<file path="src/hw/rtl/hop_eccentricity_from_start_defines.svh">
// assertion macros for the hop eccentricity block
// expects clk_i and rst_ni in the scope of each use
`ifndef HOP_ECCENTRICITY_FROM_START_DEFINES_SVH
`define HOP_ECCENTRICITY_FROM_START_DEFINES_SVH

// same-cycle implication, checked out of reset
`define HEF_ASSERT_NOW(lbl, ante, cons, msg) \
  lbl: assert property (@(posedge clk_i) disable iff (!rst_ni) (ante) |-> (cons)) \
    else $error(msg);

// next-cycle implication, checked out of reset
`define HEF_ASSERT_NEXT(lbl, ante, cons, msg) \
  lbl: assert property (@(posedge clk_i) disable iff (!rst_ni) (ante) |=> (cons)) \
    else $error(msg);

`endif

</file>
<file path="src/hw/rtl/hef_pkg.sv">
// shared types and constants of the hop eccentricity block
// no dependencies
`default_nettype none

package hef_pkg;

  localparam int MaxVertices = 256;
  localparam int MaxEdges    = 1024;

  localparam int CntW  = 9;   // vertex_count register
  localparam int VtxW  = 8;   // vertex number
  localparam int EccW  = 9;   // eccentricity field
  localparam int DistW = 10;  // stored hop distance, holds count+2

  typedef struct packed {
    logic            edge_valid;
    logic [VtxW-1:0] edge_source;
    logic [VtxW-1:0] edge_target;
    logic            last_edge;
  } item_t;

  typedef struct packed {
    logic [EccW-1:0] eccentricity;
    logic            unreachable;
    logic            bad_start;
    logic            edges_dropped;
  } result_t;

  // run request from the load side to the relaxation engine
  typedef struct packed {
    logic            go;
    logic [CntW-1:0] count;
    logic [VtxW-1:0] start;
  } run_req_t;

  // completion report of the relaxation engine
  typedef struct packed {
    logic            done;
    logic [EccW-1:0] ecc;
    logic            unreach;
    logic            bad;
  } run_stat_t;

endpackage

`default_nettype wire

</file>
<file path="src/hw/rtl/hef_cfg_regs.sv">
// apb register file: vertex_count at 0x0, start_vertex at 0x4
// depends on hef_pkg
`default_nettype none

module hef_cfg_regs (
  input  wire logic                     clk_i,
  input  wire logic                     rst_ni,
  input  wire logic                     psel_i,
  input  wire logic                     penable_i,
  input  wire logic                     pwrite_i,
  input  wire logic [2:0]               paddr_i,
  input  wire logic [31:0]              pwdata_i,
  output logic      [31:0]              prdata_o,
  output logic                          pready_o,
  output logic      [hef_pkg::CntW-1:0] vertex_count_o,
  output logic      [hef_pkg::VtxW-1:0] start_vertex_o
);
  import hef_pkg::*;

  localparam logic RegVertexCount = 1'b0;
  localparam logic RegStartVertex = 1'b1;

  logic [CntW-1:0] vertex_count_q;
  logic [VtxW-1:0] start_vertex_q;
  logic            wr_en;

  assign pready_o = 1'b1;
  assign wr_en    = psel_i & penable_i & pwrite_i & pready_o;

  always_ff @(posedge clk_i or negedge rst_ni) begin
    if (!rst_ni) begin
      vertex_count_q <= '0;
      start_vertex_q <= '0;
    end else if (wr_en) begin
      unique case (paddr_i[2])
        RegVertexCount: vertex_count_q <= pwdata_i[CntW-1:0];
        RegStartVertex: start_vertex_q <= pwdata_i[VtxW-1:0];
        default: ;
      endcase
    end
  end

  always_comb begin
    unique case (paddr_i[2])
      RegVertexCount: prdata_o = 32'(vertex_count_q);
      RegStartVertex: prdata_o = 32'(start_vertex_q);
      default:        prdata_o = '0;
    endcase
  end

  assign vertex_count_o = vertex_count_q;
  assign start_vertex_o = start_vertex_q;

endmodule

`default_nettype wire

</file>
<file path="config.mk">
export PLATFORM = sky130hd
export DESIGN_NAME = hef_cfg_regs
export DESIGN_NICKNAME = d
export VERILOG_FILES = /design/src/hw/rtl/hop_eccentricity_from_start_defines.svh /design/src/hw/rtl/hef_pkg.sv /design/src/hw/rtl/hef_cfg_regs.sv
export SDC_FILE = /design/constraint.sdc
export NUM_CORES = 1
export LEC_CHECK = 0
export BUFFER_PORTS_ARGS = -buffer_cell sky130_fd_sc_hd__buf_4
export CAP_MARGIN = 5
export CORE_ASPECT_RATIO = 1.25
export CORE_MARGIN = 1
export CORE_UTILIZATION = 31
export DETAILED_ROUTE_END_ITERATION = 8
export HOLD_SLACK_MARGIN = 0.15
export MAX_ROUTING_LAYER = met4
export PLACE_DENSITY = 0.74
export SYNTH_ARGS = -nofsm -noshare
export SYNTH_HDL_FRONTEND = slang
export SYNTH_SLANG_ARGS = --single-unit
</file>
<file path="constraint.sdc">
create_clock -name clk_i -period 0.8 [get_ports clk_i]
set_input_delay 0.08 -clock clk_i [delete_from_list [all_inputs] [get_ports clk_i]]
set_output_delay 0.08 -clock clk_i [all_outputs]
set_load 0.03 [all_outputs]
</file>
==> results.sh <==
export IMPL_status="finished, violations left"
export IMPL_violations="negative setup slack"
export IMPL_cts_root_buf="clkbuf_4"
export IMPL_synth_top_cell_area_share_pct=44.4
export IMPL_dp_hpwl_um=1480
export IMPL_whs_ns=0.0236
export IMPL_cts_buffer_depth=2
export IMPL_path_clk_slew_ns=0.11
export IMPL_grt_max_degree=18
export IMPL_grt_pass1_wl_um=3730
export IMPL_crit_path_start_kind="flip-flop"
export IMPL_layoutNonFillerInstCount=184
export IMPL_vias=755
export IMPL_drv_cap=0
export IMPL_std_cell_rows=22
export IMPL_areaGrowthSynthToFinish_pct=87.6
export IMPL_synth_area_leaders="dfrtp_1 (44%), mux2_2 (29%), buf_4 (19%)"
export IMPL_fp_dieH_um=64.2
export IMPL_layout_commonest_cell="buf_6"
export IMPL_skew_ns=0
export IMPL_grtUsageTotal_pct=15.6
export IMPL_die_area_mm2=0.00332
export IMPL_cp_slowest_cell="dfrtp_2"
export IMPL_crit_path_end_kind="output port"
export IMPL_insertion_delay_ns=0.29
export IMPL_syn_inst=72
export IMPL_die_w_um=51.7
export IMPL_ioPinCount=90
export IMPL_layout_worst_path_cycle_share_pct=152
export IMPL_p_per_area_mw_per_mm2=2560
export IMPL_antenna_cells=0
export IMPL_synth_largest_area_cell="dfrtp_1"
export IMPL_grt_pass1_vias=756
export IMPL_critical_path_arrival_ns=1.14
export IMPL_ir_drop_mv=1.52
export IMPL_clkSinkCount=17
export IMPL_place_congestion=0.695
export IMPL_total_power_mw=4.60
export IMPL_fmax_mhz=821
export IMPL_finalSetupViolCount=43
export IMPL_rsz0062_at_grt="yes"
export IMPL_start_util_pct=32.5
export IMPL_required_ns=0.72
export IMPL_nets=189
export IMPL_critPathTopFamily="flip-flops"
export IMPL_final_core_util_pct=61.0
export IMPL_synth_area_um2=958
export IMPL_overflow=0
export IMPL_hold_violations=0
export IMPL_timing_final_crit_period_ns=1.22
export IMPL_dp_cells=153
export IMPL_path_buf_inv=1
export IMPL_critical_path_class="flip-flop to output port"
export IMPL_hp_class="input port to flip-flop"
export IMPL_routedWlPerCell_um=14.3
export IMPL_synth_cell_type_count=8
export IMPL_drive_gt1_share_pct=82.4
export IMPL_core_area_mm2=0.00295
export IMPL_avgSynthCellArea_um2=13.3
export IMPL_route_detailed_drc=0
export IMPL_synth_seq_cells=17
export IMPL_yosysSeqAreaShare_pct=44.4
export IMPL_path_max_fanout=2
export IMPL_critical_path_max_stage_delay_ns=0.44
export IMPL_setup_ws_ns=-0.417
export IMPL_drtPass1Iterations=2
export IMPL_viasPerCell=4.10
export IMPL_cts_made_buffers=3
export IMPL_setup_tns_ns=-10.68
export IMPL_finalMaxSlewViolations=0
export IMPL_wl_um=2620
export IMPL_cp_cell_sequence="mux2_4 -> buf_6"
export IMPL_yosysWarnings=0
export IMPL_drt_iter0_drc=2
export IMPL_htreeDepth=1
export IMPL_hold_buffers=1
export IMPL_antenna_found_initial=0
export IMPL_postRouteAntennaNets=0
export IMPL_cts_tree="done"
export IMPL_final_cell_mix="buf_6 (52), mux2_4 (25), conb_1 (24)"
export IMPL_p_leak_nw=0.955
export IMPL_portBuffers=40
[Yosys cell counts]
master    number
mux2_2        25
and2b_1        1
dfrtp_1       17
nand4b_4       1
conb_1         2
buf_6          1
buf_4         24
nand4_4        1
[worst paths after layout]
kind                                            endpoint                     startpoint  slack [ns]  depth (start not counted)
max in group asynchronous  vertex_count_o[8]$_DFFE_PN0P_                         rst_ni        0.40                          2
setup / recovery                             prdata_o[6]  start_vertex_o[6]$_DFFE_PN0P_       -0.42                          2
hold reg to reg            start_vertex_o[5]$_DFFE_PN0P_  start_vertex_o[5]$_DFFE_PN0P_        0.63                          2
setup reg to reg           vertex_count_o[5]$_DFFE_PN0P_  vertex_count_o[5]$_DFFE_PN0P_       -0.20                          3
min in group asynchronous  start_vertex_o[3]$_DFFE_PN0P_                         rst_ni        0.18                          2
hold / removal             start_vertex_o[0]$_DFFE_PN0P_                    pwdata_i[0]        0.02                          2
[per-stage QoR]
stage | worst slack [ns] | area [um^2]
after floorplan | -0.0768 | 1140
after global placement | -0.139 | 1340
after detailed placement | -0.153 | 1340
after CTS | -0.399 | 1680
after global routing | -0.445 | 1800
final | -0.417 | 1800
[where the power goes]
| group | switching [mW] | leakage (nW) | internal, mW |
|---|---|---|---|
| registers | 0.145 | 0.186 | 1.08 |
| clock network | 0.279 | 0.0150 | 0.193 |
| logic | 1.30 | 0.754 | 1.60 |
[routing by layer]
layer  up-vias  GRT usage, %  wire [um]
met2        33          26.8       1500
met1       370          18.8       1010
met3         4          1.43         78
met5         -             -          0
li1        348             -          -
met4         0          5.07         32
[cell families (layout without fill, tap and decap cells)]
kind of cell	count (synthesis)	in the layout	synth area share (%)
simple gates	3	3	5.48
other cells	2	24	0.784
mux	25	25	29.4
flops	17	17	44.4
buf+inv	25	79	20.0
[flip-flops by register name, indices dropped and copies added, names as in the netlist]
register / flops
start_vertex_o: 8
vertex_count_o: 9
[area by class of cell]
class / instances / area [um^2]
Fill cell: 217 / 1150
Timing Repair Buffer: 75 / 761
Multi-Input combinational cell: 52 / 519
Sequential cell: 17 / 447
Tap cell: 36 / 45.0
Clock buffer: 4 / 26.3
[timing repair]
item / 4_1_cts / 5_1_grt
setup endpoints to repair: 28 / 43
resized for setup: 47 / 17
hold endpoints to repair: 34 / 17
buffers inserted: 18 / 13
(Power assumes the default switching activity.)
