File: src/hw/rtl/hop_eccentricity_from_start_defines.svh
// assertion macros for the hop eccentricity block
// expects clk_i and rst_ni in the scope of each use
`ifndef HOP_ECCENTRICITY_FROM_START_DEFINES_SVH
`define HOP_ECCENTRICITY_FROM_START_DEFINES_SVH

// same-cycle implication, checked out of reset
`define HEF_ASSERT_NOW(lbl, ante, cons, msg) \
  lbl: assert property (@(posedge clk_i) disable iff (!rst_ni) (ante) |-> (cons)) \
    else $error(msg);

// next-cycle implication, checked out of reset
`define HEF_ASSERT_NEXT(lbl, ante, cons, msg) \
  lbl: assert property (@(posedge clk_i) disable iff (!rst_ni) (ante) |=> (cons)) \
    else $error(msg);

`endif

File: src/hw/rtl/hef_ram.sv
// generic single-write, dual-read synchronous ram with registered read data
// no dependencies
`default_nettype none

module hef_ram #(
  parameter int Width = 8,
  parameter int Depth = 2
) (
  input  wire logic                                      clk_i,
  input  wire logic                                      we_i,
  input  wire logic [$clog2(Depth > 1 ? Depth : 2)-1:0]  waddr_i,
  input  wire logic [Width-1:0]                          wdata_i,
  input  wire logic                                      re_a_i,
  input  wire logic [$clog2(Depth > 1 ? Depth : 2)-1:0]  raddr_a_i,
  output logic      [Width-1:0]                          rdata_a_o,
  input  wire logic                                      re_b_i,
  input  wire logic [$clog2(Depth > 1 ? Depth : 2)-1:0]  raddr_b_i,
  output logic      [Width-1:0]                          rdata_b_o
);

  logic [Width-1:0] mem_q [Depth];

  always_ff @(posedge clk_i) begin
    if (we_i) begin
      mem_q[waddr_i] <= wdata_i;
    end
    if (re_a_i) begin
      rdata_a_o <= mem_q[raddr_a_i];
    end
    if (re_b_i) begin
      rdata_b_o <= mem_q[raddr_b_i];
    end
  end

endmodule

`default_nettype wire

File: config.mk
export PLATFORM = sky130hd
export DESIGN_NAME = hef_ram
export DESIGN_NICKNAME = d
export VERILOG_FILES = /design/src/hw/rtl/hop_eccentricity_from_start_defines.svh /design/src/hw/rtl/hef_ram.sv
export SDC_FILE = /design/constraint.sdc
export NUM_CORES = 1
export LEC_CHECK = 0
export BUFFER_PORTS_ARGS = -buffer_cell sky130_fd_sc_hd__buf_4
export CAP_MARGIN = 5
export CORE_AREA = 2 2 57 48
export CTS_CLUSTER_DIAMETER = 100
export CTS_CLUSTER_SIZE = 8
export DETAILED_ROUTE_END_ITERATION = 6
export DIE_AREA = 0 0 59 50
export GPL_ROUTABILITY_DRIVEN = 0
export PLACE_DENSITY = 0.79
export SLEW_MARGIN = 20
export SYNTH_ARGS = -nofsm -noshare
export SYNTH_HDL_FRONTEND = slang
export SYNTH_SLANG_ARGS = --single-unit
export TNS_END_PERCENT = 1
File: constraint.sdc
create_clock -name clk_i -period 2.2 [get_ports clk_i]
set_clock_uncertainty 0.2 [all_clocks]
set_input_delay 0.44 -clock clk_i [delete_from_list [all_inputs] [get_ports clk_i]]
set_output_delay 0.44 -clock clk_i [all_outputs]
set_load 0.01 [all_outputs]
==> flow_summary.yaml, run 1 <==
run_status:
  status: "finished clean"
clock_tree:
  cts.sinks: 32
  clkLatencyLatePin_ps: 310
  hold_buffers: 0
  cts_tree: "built"
  post_cts_buffers: 0
  clockBufferDepth: 2
  cts_buffers: 5
  clk_pin_slew_worst_paths_ps: 90
  ctsResizeCount: 0
  ctsRootBufferMaster: "clkbuf_4"
  htree_levels: 2
setup_path:
  worst-path-buf-inv: 1
  timing.rr.start: "mem_q[0][0]"
  cp-start-kind: "register"
  rr_endpoint: "rdata_b_o[0]"
  cp.required_ps: 1560
  cp.depth: 1
  cp_cell_sequence: "buf_4"
  slowest_stage: "edfxtp_1"
  r2r_slack_ps: 1070
  worstPathArrival_ps: 850
  crit_path_start: "rdata_a_o[1]"
  ff2ff_path_depth: 1
  cpPeakStageDelay_ps: 380
  path_delay_family: "flip-flops"
  crit_type: "reg -> out"
  crit_fanout: 1
  cp-end-kind: "output port"
  crit_path_end: "rdata_a_o[1]"
pwr:
  switchingPower_w: 0.000233
  p_sw_share_pct: 20.1
  cellPowerDensity_mw_per_mm2: 761
  power.leakage_nw: 0.614
  vdd_drop_max_mv: 0.380
  p_seq_share_pct: 63.7
  clock_power_share_pct: 25.2
  internal_power_w: 0.000925
  p_comb_share_pct: 11.1
layout:
  final_layout_size_suffix_gt1_share_pct: 58.0
  diodes: 0
  layout.nets: 102
  post-route-util_pct: 64.4
  syn_to_final_growth_pct: 23.1
synth:
  synth.area.top_cells: "edfxtp_1 78%, mux2_4 19%, buf_6 1.8%"
  synth_edf_count: 32
  synth_nets: 67
  synth_top_area_share_pct: 77.7
  syn_area_mm2: 0.00124
  yosys.cell_types.count: 5
  ys_seq_area_share_pct: 77.7
  yosys.cell_count.top_type: "edfxtp_1"
  synth-seq-cells: 32
  synth_ff_type: "edfxtp_1"
  synth_commonest_cells: "32 x edfxtp_1, 16 x mux2_4, 2 x buf_6"
  synth.avg_cell_area_um2: 23.8
  synth_cells: 52
  async_reset_ff_share_pct: 0
  yosysWarnings: 0
  yosys.area.top_type: "edfxtp_1"
timing:
  slew-limit-headroom_pct: 54.7
  finalHoldViolCount: 0
  min_period_ps: 1490
  tightestPinTransition_ps: 678
  fmax_mhz: 670
  rsz0062_at_grt: "no"
  slew_viol_final: 0
  setup_violations: 0
  finalSetupTns_ps: 0
  period_share_pct: 67.8
floorplanning:
  die_w_um: 59
  die_h_um: 50
  dieArea_mm2: 0.00295
  io-pin-count: 31
  core-area_mm2: 0.00236
  start_util_pct: 52.3
  std_cell_rows: 16
routing:
  vias: 566
  drcViolationCount: 0
  ant_nets: 0
  vias_per_cell: 4.92
  dr.pass1.iters: 4
  drt_iter0_markers: 9
  post_drt_wl_per_cell_um: 13.9
  finalWirelength_um: 1600
global_route:
  antenna_found_initial: 0
  grt_pass1_vias: 535
  track_usage_pct: 12.3
  grt_pass1_wl_um: 2450
  overflow: 0
  grt_max_degree: 10
job:
  drv_cap: 0
place:
  io_buffers: 30
min_path:
  hp-class: "in -> reg"
## stage by stage
| stage | std cells | cell area (um^2) | total power (W) | hold slack (ps) | worst slack (ps) |
|---|---|---|---|---|---|
| 2_1_floorplan | 52 | 1240 | 0.000819 | 339 | 767 |
| 3_3_place_gp | 107 | 1470 | 0.000876 | 363 | 584 |
| 3_5_place_dp | 107 | 1470 | 0.000883 | 370 | 544 |
| 4_1_cts | 115 | 1520 | 0.00117 | 90.7 | 692 |
| 5_1_grt | 115 | 1520 | 0.00121 | 78.0 | 656 |
| 6_report | 115 | 1520 | 0.00116 | 104 | 708 |
## area by class of cell
| type | count | area, um^2 |
|---|---|---|
| Sequential cell | 32 | 961 |
| Tap cell | 27 | 33.8 |
| Fill cell | 169 | 841 |
| Clock buffer | 7 | 45.0 |
| Multi-Input combinational cell | 18 | 253 |
| Clock inverter | 1 | 3.75 |
| Timing Repair Buffer | 30 | 225 |
## worst min-delay path by stage
stage / startpoint / endpoint / slack (ps) / cells past startpoint
after floorplan: wdata_i[0] / mem_q[0][0] / 340 / 0
after CTS: wdata_i[7] / mem_q[1][7] / 90 / 1
after global placement: mem_q[1][3] / rdata_a_o[3] / 360 / 1
final: wdata_i[7] / mem_q[1][7] / 100 / 1
after global routing: wdata_i[7] / mem_q[1][7] / 80 / 1
after detailed placement: mem_q[0][1] / rdata_a_o[1] / 370 / 1
## cells in the final DEF, fill, tap and decap left out
| cell type | count |
|---|---|
| clkbuf_4 | 5 |
| and2_1 | 1 |
| clkbuf_1 | 2 |
| clkinv_1 | 1 |
| nor2b_1 | 1 |
| edfxtp_1 | 32 |
| mux2_4 | 16 |
| buf_4 | 30 |
## cells by family after synthesis
kind of cell	count (synthesis)	synth area share, %
buf+inv	2	1.82
flops	32	77.7
mux	16	19.4
simple gates	2	1.01
## power by group through the flow
stage	sequential, W	combinational [W]	clock, W
2_1_floorplan	0.000761	0.0000575	0
3_3_place_gp	0.000750	0.000127	0
3_5_place_dp	0.000753	0.000130	0
4_1_cts	0.000739	0.000130	0.000301
5_1_grt	0.000743	0.000136	0.000328
6_report	0.000738	0.000128	0.000292
## flip-flops by register name, summed over array words and instances, names as in the netlist
name,count
rdata_a_o,8
rdata_b_o,8
mem_q,16
## per-layer routing
layer / up-vias / global-route usage (%) / wire length [um]
li1: 276 / - / -
met1: 262 / 12.0 / 651
met2: 26 / 20.0 / 813
met3: 2 / 7.09 / 110
met4: 0 / 6.82 / 22
met5: - / 0 / 0
(Power assumes the default switching activity.)
==> run 2: changes to the inputs <==
--- a/config.mk
+++ b/config.mk
@@ -7,13 +7,13 @@
 export LEC_CHECK = 0
 export BUFFER_PORTS_ARGS = -buffer_cell sky130_fd_sc_hd__buf_4
 export CAP_MARGIN = 5
-export CORE_AREA = 2 2 57 48
+export CORE_AREA = 2 2 61 52
 export CTS_CLUSTER_DIAMETER = 100
 export CTS_CLUSTER_SIZE = 8
 export DETAILED_ROUTE_END_ITERATION = 6
-export DIE_AREA = 0 0 59 50
+export DIE_AREA = 0 0 63 54
 export GPL_ROUTABILITY_DRIVEN = 0
-export PLACE_DENSITY = 0.79
+export PLACE_DENSITY = 0.71
 export SLEW_MARGIN = 20
 export SYNTH_ARGS = -nofsm -noshare
 export SYNTH_HDL_FRONTEND = slang
==> constraint.sdc (replaced) <==
create_clock -name clk_i -period 1.35 [get_ports clk_i]
set_clock_uncertainty 0.2 [all_clocks]
set_input_delay 0.27 -clock clk_i [delete_from_list [all_inputs] [get_ports clk_i]]
set_output_delay 0.27 -clock clk_i [all_outputs]
set_load 0.01 [all_outputs]
==> flow_summary.yaml, run 2 (synthesis gave the netlist of run 1 again) <==
run_status:
  status: "finished clean"
global_route:
  overflow: 0
  track_usage_pct: 10.6
  grt_max_degree: 9
  grt_pass1_vias: 552
  grt_pass1_wl_um: 2420
  antenna_found_initial: 0
pwr:
  vdd_drop_max_mv: 0.394
  internal_power_w: 0.00150
  totalPowerFinal_w: 0.00184
  switchingPower_w: 0.000340
  p_seq_share_pct: 65.3
  p_comb_share_pct: 12.3
  power.leakage_nw: 0.649
  p_sw_share_pct: 18.5
  clock_power_share_pct: 22.4
  cellPowerDensity_mw_per_mm2: 1140
setup_path:
  slowest_stage: "edfxtp_1"
  cp-end-kind: "output port"
  worstPathArrival_ps: 830
  cp_cell_sequence: "buf_4"
  r2r_slack_ps: 230
  crit_path_end: "rdata_a_o[3]"
  cp-start-kind: "register"
  timing.rr.start: "mem_q[0][7]"
  crit_path_start: "rdata_a_o[3]"
  ff2ff_path_depth: 1
  path_delay_family: "flip-flops"
  crit_type: "reg -> out"
  rr_endpoint: "rdata_b_o[7]"
  cp.depth: 1
  cpPeakStageDelay_ps: 370
  worst-path-buf-inv: 1
  cp.required_ps: 880
  crit_fanout: 1
floorplanning:
  std_cell_rows: 18
  io-pin-count: 31
  dieArea_mm2: 0.00340
  start_util_pct: 43.2
  die_h_um: 54
  die_w_um: 63
  core-area_mm2: 0.00286
routing:
  drt_iter0_markers: 5
  vias: 559
  post_drt_wl_per_cell_um: 10.8
  finalWirelength_um: 1450
  dr.pass1.iters: 3
  drcViolationCount: 0
  vias_per_cell: 4.17
  ant_nets: 0
clock_tree:
  cts.sinks: 32
  clockBufferDepth: 2
  ctsResizeCount: 0
  clkLatencyLatePin_ps: 310
  post_cts_buffers: 0
  clk_pin_slew_worst_paths_ps: 80
  ctsRootBufferMaster: "clkbuf_4"
  cts_tree: "built"
  cts_buffers: 5
  htree_levels: 2
layout:
  largest_register: "mem_q"
  fin_area_mm2: 0.00161
  reg_top3: "mem_q x16, rdata_a_o x8, rdata_b_o x8"
  diodes: 0
  largest_reg_flops: 16
  final_layout_size_suffix_gt1_share_pct: 55.3
  layout_common_cells: "32 x edfxtp_1, 31 x buf_4, 16 x mux2_4"
  syn_to_final_growth_pct: 30.6
  layout.nets: 111
  final_common_cell: "edfxtp_1"
place:
  io_buffers: 30
  placed_area_mm2: 0.00150
  place_ws_ps: 120
timing:
  finalHoldViolCount: 0
  tightestPinTransition_ps: 340
  final.setup.worst_slack_ps: 51.5
  fmax_mhz: 770
  rsz0062_at_grt: "yes"
  slew-limit-headroom_pct: 77.3
  min_period_ps: 1300
  period_share_pct: 96.2
  slew_viol_final: 0
  setup_violations: 0
job:
  drv_cap: 0
min_path:
  hp-class: "in -> reg"
[run 2: metrics by stage]
step | setup TNS, ps | hold slack, ps | utilization [%] | std cells
after CTS | 0 | 32.4 | 56.4 | 134
after detailed placement | 0 | 258 | 52.3 | 121
final | 0 | 39.5 | 56.4 | 134
after global placement | 0 | 256 | 52.3 | 121
after floorplan | 0 | 169 | - | 52
after global routing | -9.05 | 29.2 | 56.4 | 134
[run 2: worst min-delay path by stage]
stage / start / end / cells past startpoint
CTS: re_b_i / rdata_b_o[3] / 1
finish: re_b_i / rdata_b_o[3] / 1
global route: re_a_i / rdata_a_o[3] / 1
global placement: wdata_i[2] / mem_q[1][2] / 1
detailed placement: wdata_i[7] / mem_q[0][7] / 1
floorplan: wdata_i[0] / mem_q[0][0] / 0
[run 2: power by group through the flow]
stage	logic, W	clock network, W	registers (W)
2_1_floorplan	0.0000937	0	0.00124
3_3_place_gp	0.000209	0	0.00122
3_5_place_dp	0.000212	0	0.00122
4_1_cts	0.000230	0.000430	0.00120
5_1_grt	0.000243	0.000469	0.00121
6_report	0.000226	0.000411	0.00120
[run 2: per-layer routing]
metal	part of all wire [%]	vias to the layer above	track usage [%]
li1	-	289	-
met4	2.3	0	8.89
met3	6.8	2	5.86
met5	0	-	0
met1	41	246	10.3
met2	50	22	16.8
[run 2: cell type report]
class	instances	area, um^2
Clock buffer	5	37.5
Fill cell	234	1250
Multi-Input combinational cell	18	253
Sequential cell	32	961
Tap cell	40	50.0
Timing Repair Buffer	39	313
[run 2: what timing repair did]
| action | CTS | global route |
|---|---|---|
| endpoints found under the setup margin | 0 | 1 |
| endpoints found under the hold margin | 16 | 0 |
| hold buffers | 8 | 0 |
==> run 3: changes to the inputs <==
--- a/config.mk
+++ b/config.mk
@@ -5,13 +5,14 @@
 export SDC_FILE = /design/constraint.sdc
 export NUM_CORES = 1
 export LEC_CHECK = 0
+export ABC_AREA = 1
 export BUFFER_PORTS_ARGS = -buffer_cell sky130_fd_sc_hd__buf_4
 export CAP_MARGIN = 5
-export CORE_AREA = 2 2 61 52
+export CORE_AREA = 2 2 61 51
 export CTS_CLUSTER_DIAMETER = 100
 export CTS_CLUSTER_SIZE = 8
 export DETAILED_ROUTE_END_ITERATION = 6
-export DIE_AREA = 0 0 63 54
+export DIE_AREA = 0 0 63 53
 export GPL_ROUTABILITY_DRIVEN = 0
 export PLACE_DENSITY = 0.71
 export SLEW_MARGIN = 20
==> flow_summary.yaml, run 3 <==
setup_path:
  path_delay_family: "flip-flops"
  cpPeakStageDelay_ps: 380
  cp-end-kind: "output port"
  crit_fanout: 1
  worst-path-buf-inv: 1
  cp_cell_sequence: "buf_4"
  cp-start-kind: "register"
  slowest_stage: "edfxtp_1"
  crit_type: "reg -> out"
  cp.required_ps: 880
  worstPathArrival_ps: 840
timing:
  rsz0062_at_grt: "yes"
  slew_viol_final: 0
  finalHoldViolCount: 0
  fmax_mhz: 765
  period_share_pct: 96.8
  min_period_ps: 1310
  slew-limit-headroom_pct: 79.6
  holdWs_ps: 30.7
  tightestPinTransition_ps: 305
  setup_violations: 0
synth:
  synth_ff_type: "edfxtp_1"
  synth.area.top_cells: "edfxtp_1 81%, nand2_1 16%, buf_6 1.9%"
  synth-seq-cells: 32
  yosys.area_share.adder_pct: 0
  synth_commonest_cells: "49 x nand2_1, 32 x edfxtp_1, 2 x buf_6, 2 x inv_1, 2 x inv_2"
  async_reset_ff_share_pct: 0
  ys_seq_area_share_pct: 81.0
  synth_compound_area_share_pct: 0
  synth.avg_cell_area_um2: 13.5
  yosys.cell_count.top_type: "nand2_1"
  synthMuxAreaShare_pct: 0
  synth_edf_count: 32
  yosys.area.top_type: "edfxtp_1"
  syn_area_mm2: 0.00119
  synth-simple-area-share_pct: 15.8
  synth_xor_area_share_pct: 0
  yosysWarnings: 0
  synth_nets: 103
  synth_top_family_by_area: "simple AND/OR/NAND/NOR gates"
  synth_top_area_share_pct: 81.0
  synth_cells: 88
  yosys.cell_types.count: 6
global_route:
  grt_pass1_wl_um: 2970
  overflow: 0
  grt_pass1_vias: 676
  antenna_found_initial: 0
  grt_max_degree: 10
  track_usage_pct: 12.4
routing:
  drcViolationCount: 0
  post_drt_wl_per_cell_um: 10.2
  finalWirelength_um: 1730
  dr.pass1.iters: 4
  drt_iter0_markers: 2
  ant_nets: 0
  vias: 709
  vias_per_cell: 4.17
clock_tree:
  cts_tree: "built"
  post_cts_buffers: 0
  cts.sinks: 32
  clkLatencyLatePin_ps: 310
  cts_buffers: 5
  clk_pin_slew_worst_paths_ps: 80
  ctsRootBufferMaster: "clkbuf_4"
  htree_levels: 2
  clockBufferDepth: 2
floorplanning:
  start_util_pct: 43.9
  std_cell_rows: 17
  io-pin-count: 31
  die_h_um: 53
  core-area_mm2: 0.00270
  die_w_um: 63
  dieArea_mm2: 0.00334
pwr:
  cellPowerDensity_mw_per_mm2: 1170
  vdd_drop_max_mv: 0.558
  totalPowerFinal_w: 0.00184
  power.leakage_nw: 0.685
place:
  io_buffers: 30
  dp_hpwl_um: 1350
layout:
  syn_to_final_growth_pct: 32.3
  final_layout_size_suffix_gt1_share_pct: 28.8
  reg_top3: "mem_q x16, rdata_a_o x8, rdata_b_o x8"
  layout_common_cells: "49 x nand2_1, 32 x edfxtp_1, 31 x buf_4"
  largest_register: "mem_q"
  largest_reg_flops: 16
  layout.nets: 147
  diodes: 0
  final_common_cell: "nand2_1"
run_status:
  status: "finished clean"
job:
  drv_cap: 0
min_path:
  hp-class: "in -> reg"
-- run 3: cell types whose count changed after synthesis --
cell     change
and2_1       -1
inv_1        +2
inv_2        +2
mux2_4      -16
nand2_1     +49
nor2_1       +1
nor2b_1      -1
-- run 3: path summary, 6_finish.rpt --
path                                endpoint    startpoint  slack (ps)  cells after the start
worst min-delay path            rdata_b_o[1]        re_b_i          30                      1
worst max register to register  rdata_b_o[7]   mem_q[0][7]         330                      2
worst max-delay path            rdata_b_o[7]  rdata_b_o[7]          40                      1
worst min register to register  rdata_a_o[6]   mem_q[0][6]         350                      2
-- run 3: metal layers --
layer	up-vias	wire (um)	global-route usage, %
met2	26	807	19.7
met5	-	0	0
li1	379	-	-
met1	299	762	14.3
met4	0	38	8.89
met3	5	124	4.26
-- run 3: kinds of logic (layout without fill, tap and decap cells) --
logic type	count (synthesis)	in the layout
buffers and inverters	6	50
flip-flops	32	32
AND/OR/NAND/NOR	50	50
-- run 3: power by group --
part           switching, W  leakage, nW  total, W  internal, W
combinational     0.0000959        0.350  0.000198     0.000102
sequential        0.0000253        0.309   0.00120      0.00118
clock              0.000258       0.0261  0.000439     0.000181
-- run 3: final cells by class --
class	count	area (um^2)
Sequential cell	32	961
Multi-Input combinational cell	50	188
Tap cell	38	47.5
Inverter	4	15.0
Fill cell	221	1130
Clock inverter	2	7.51
Timing Repair Buffer	39	313
Clock buffer	5	37.5
-- run 3: repair_timing --
action                                  in CTS  in global routing
hold buffers                                 8                  0
endpoints found under the hold margin       16                  0
resized for setup                            0                  0
endpoints found under the setup margin       0                  2
-- run 3: metrics by stage --
step	cells	TNS, ps	util [%]	setup WS, ps	instance area, um^2
2_1_floorplan	88	0	-	120	1190
3_3_place_gp	155	0	53.5	185	1440
3_5_place_dp	155	0	53.5	173	1440
4_1_cts	170	0	58.1	21.6	1570
5_1_grt	170	-4.70	58.1	-3.14	1570
6_report	170	0	58.1	43.5	1570
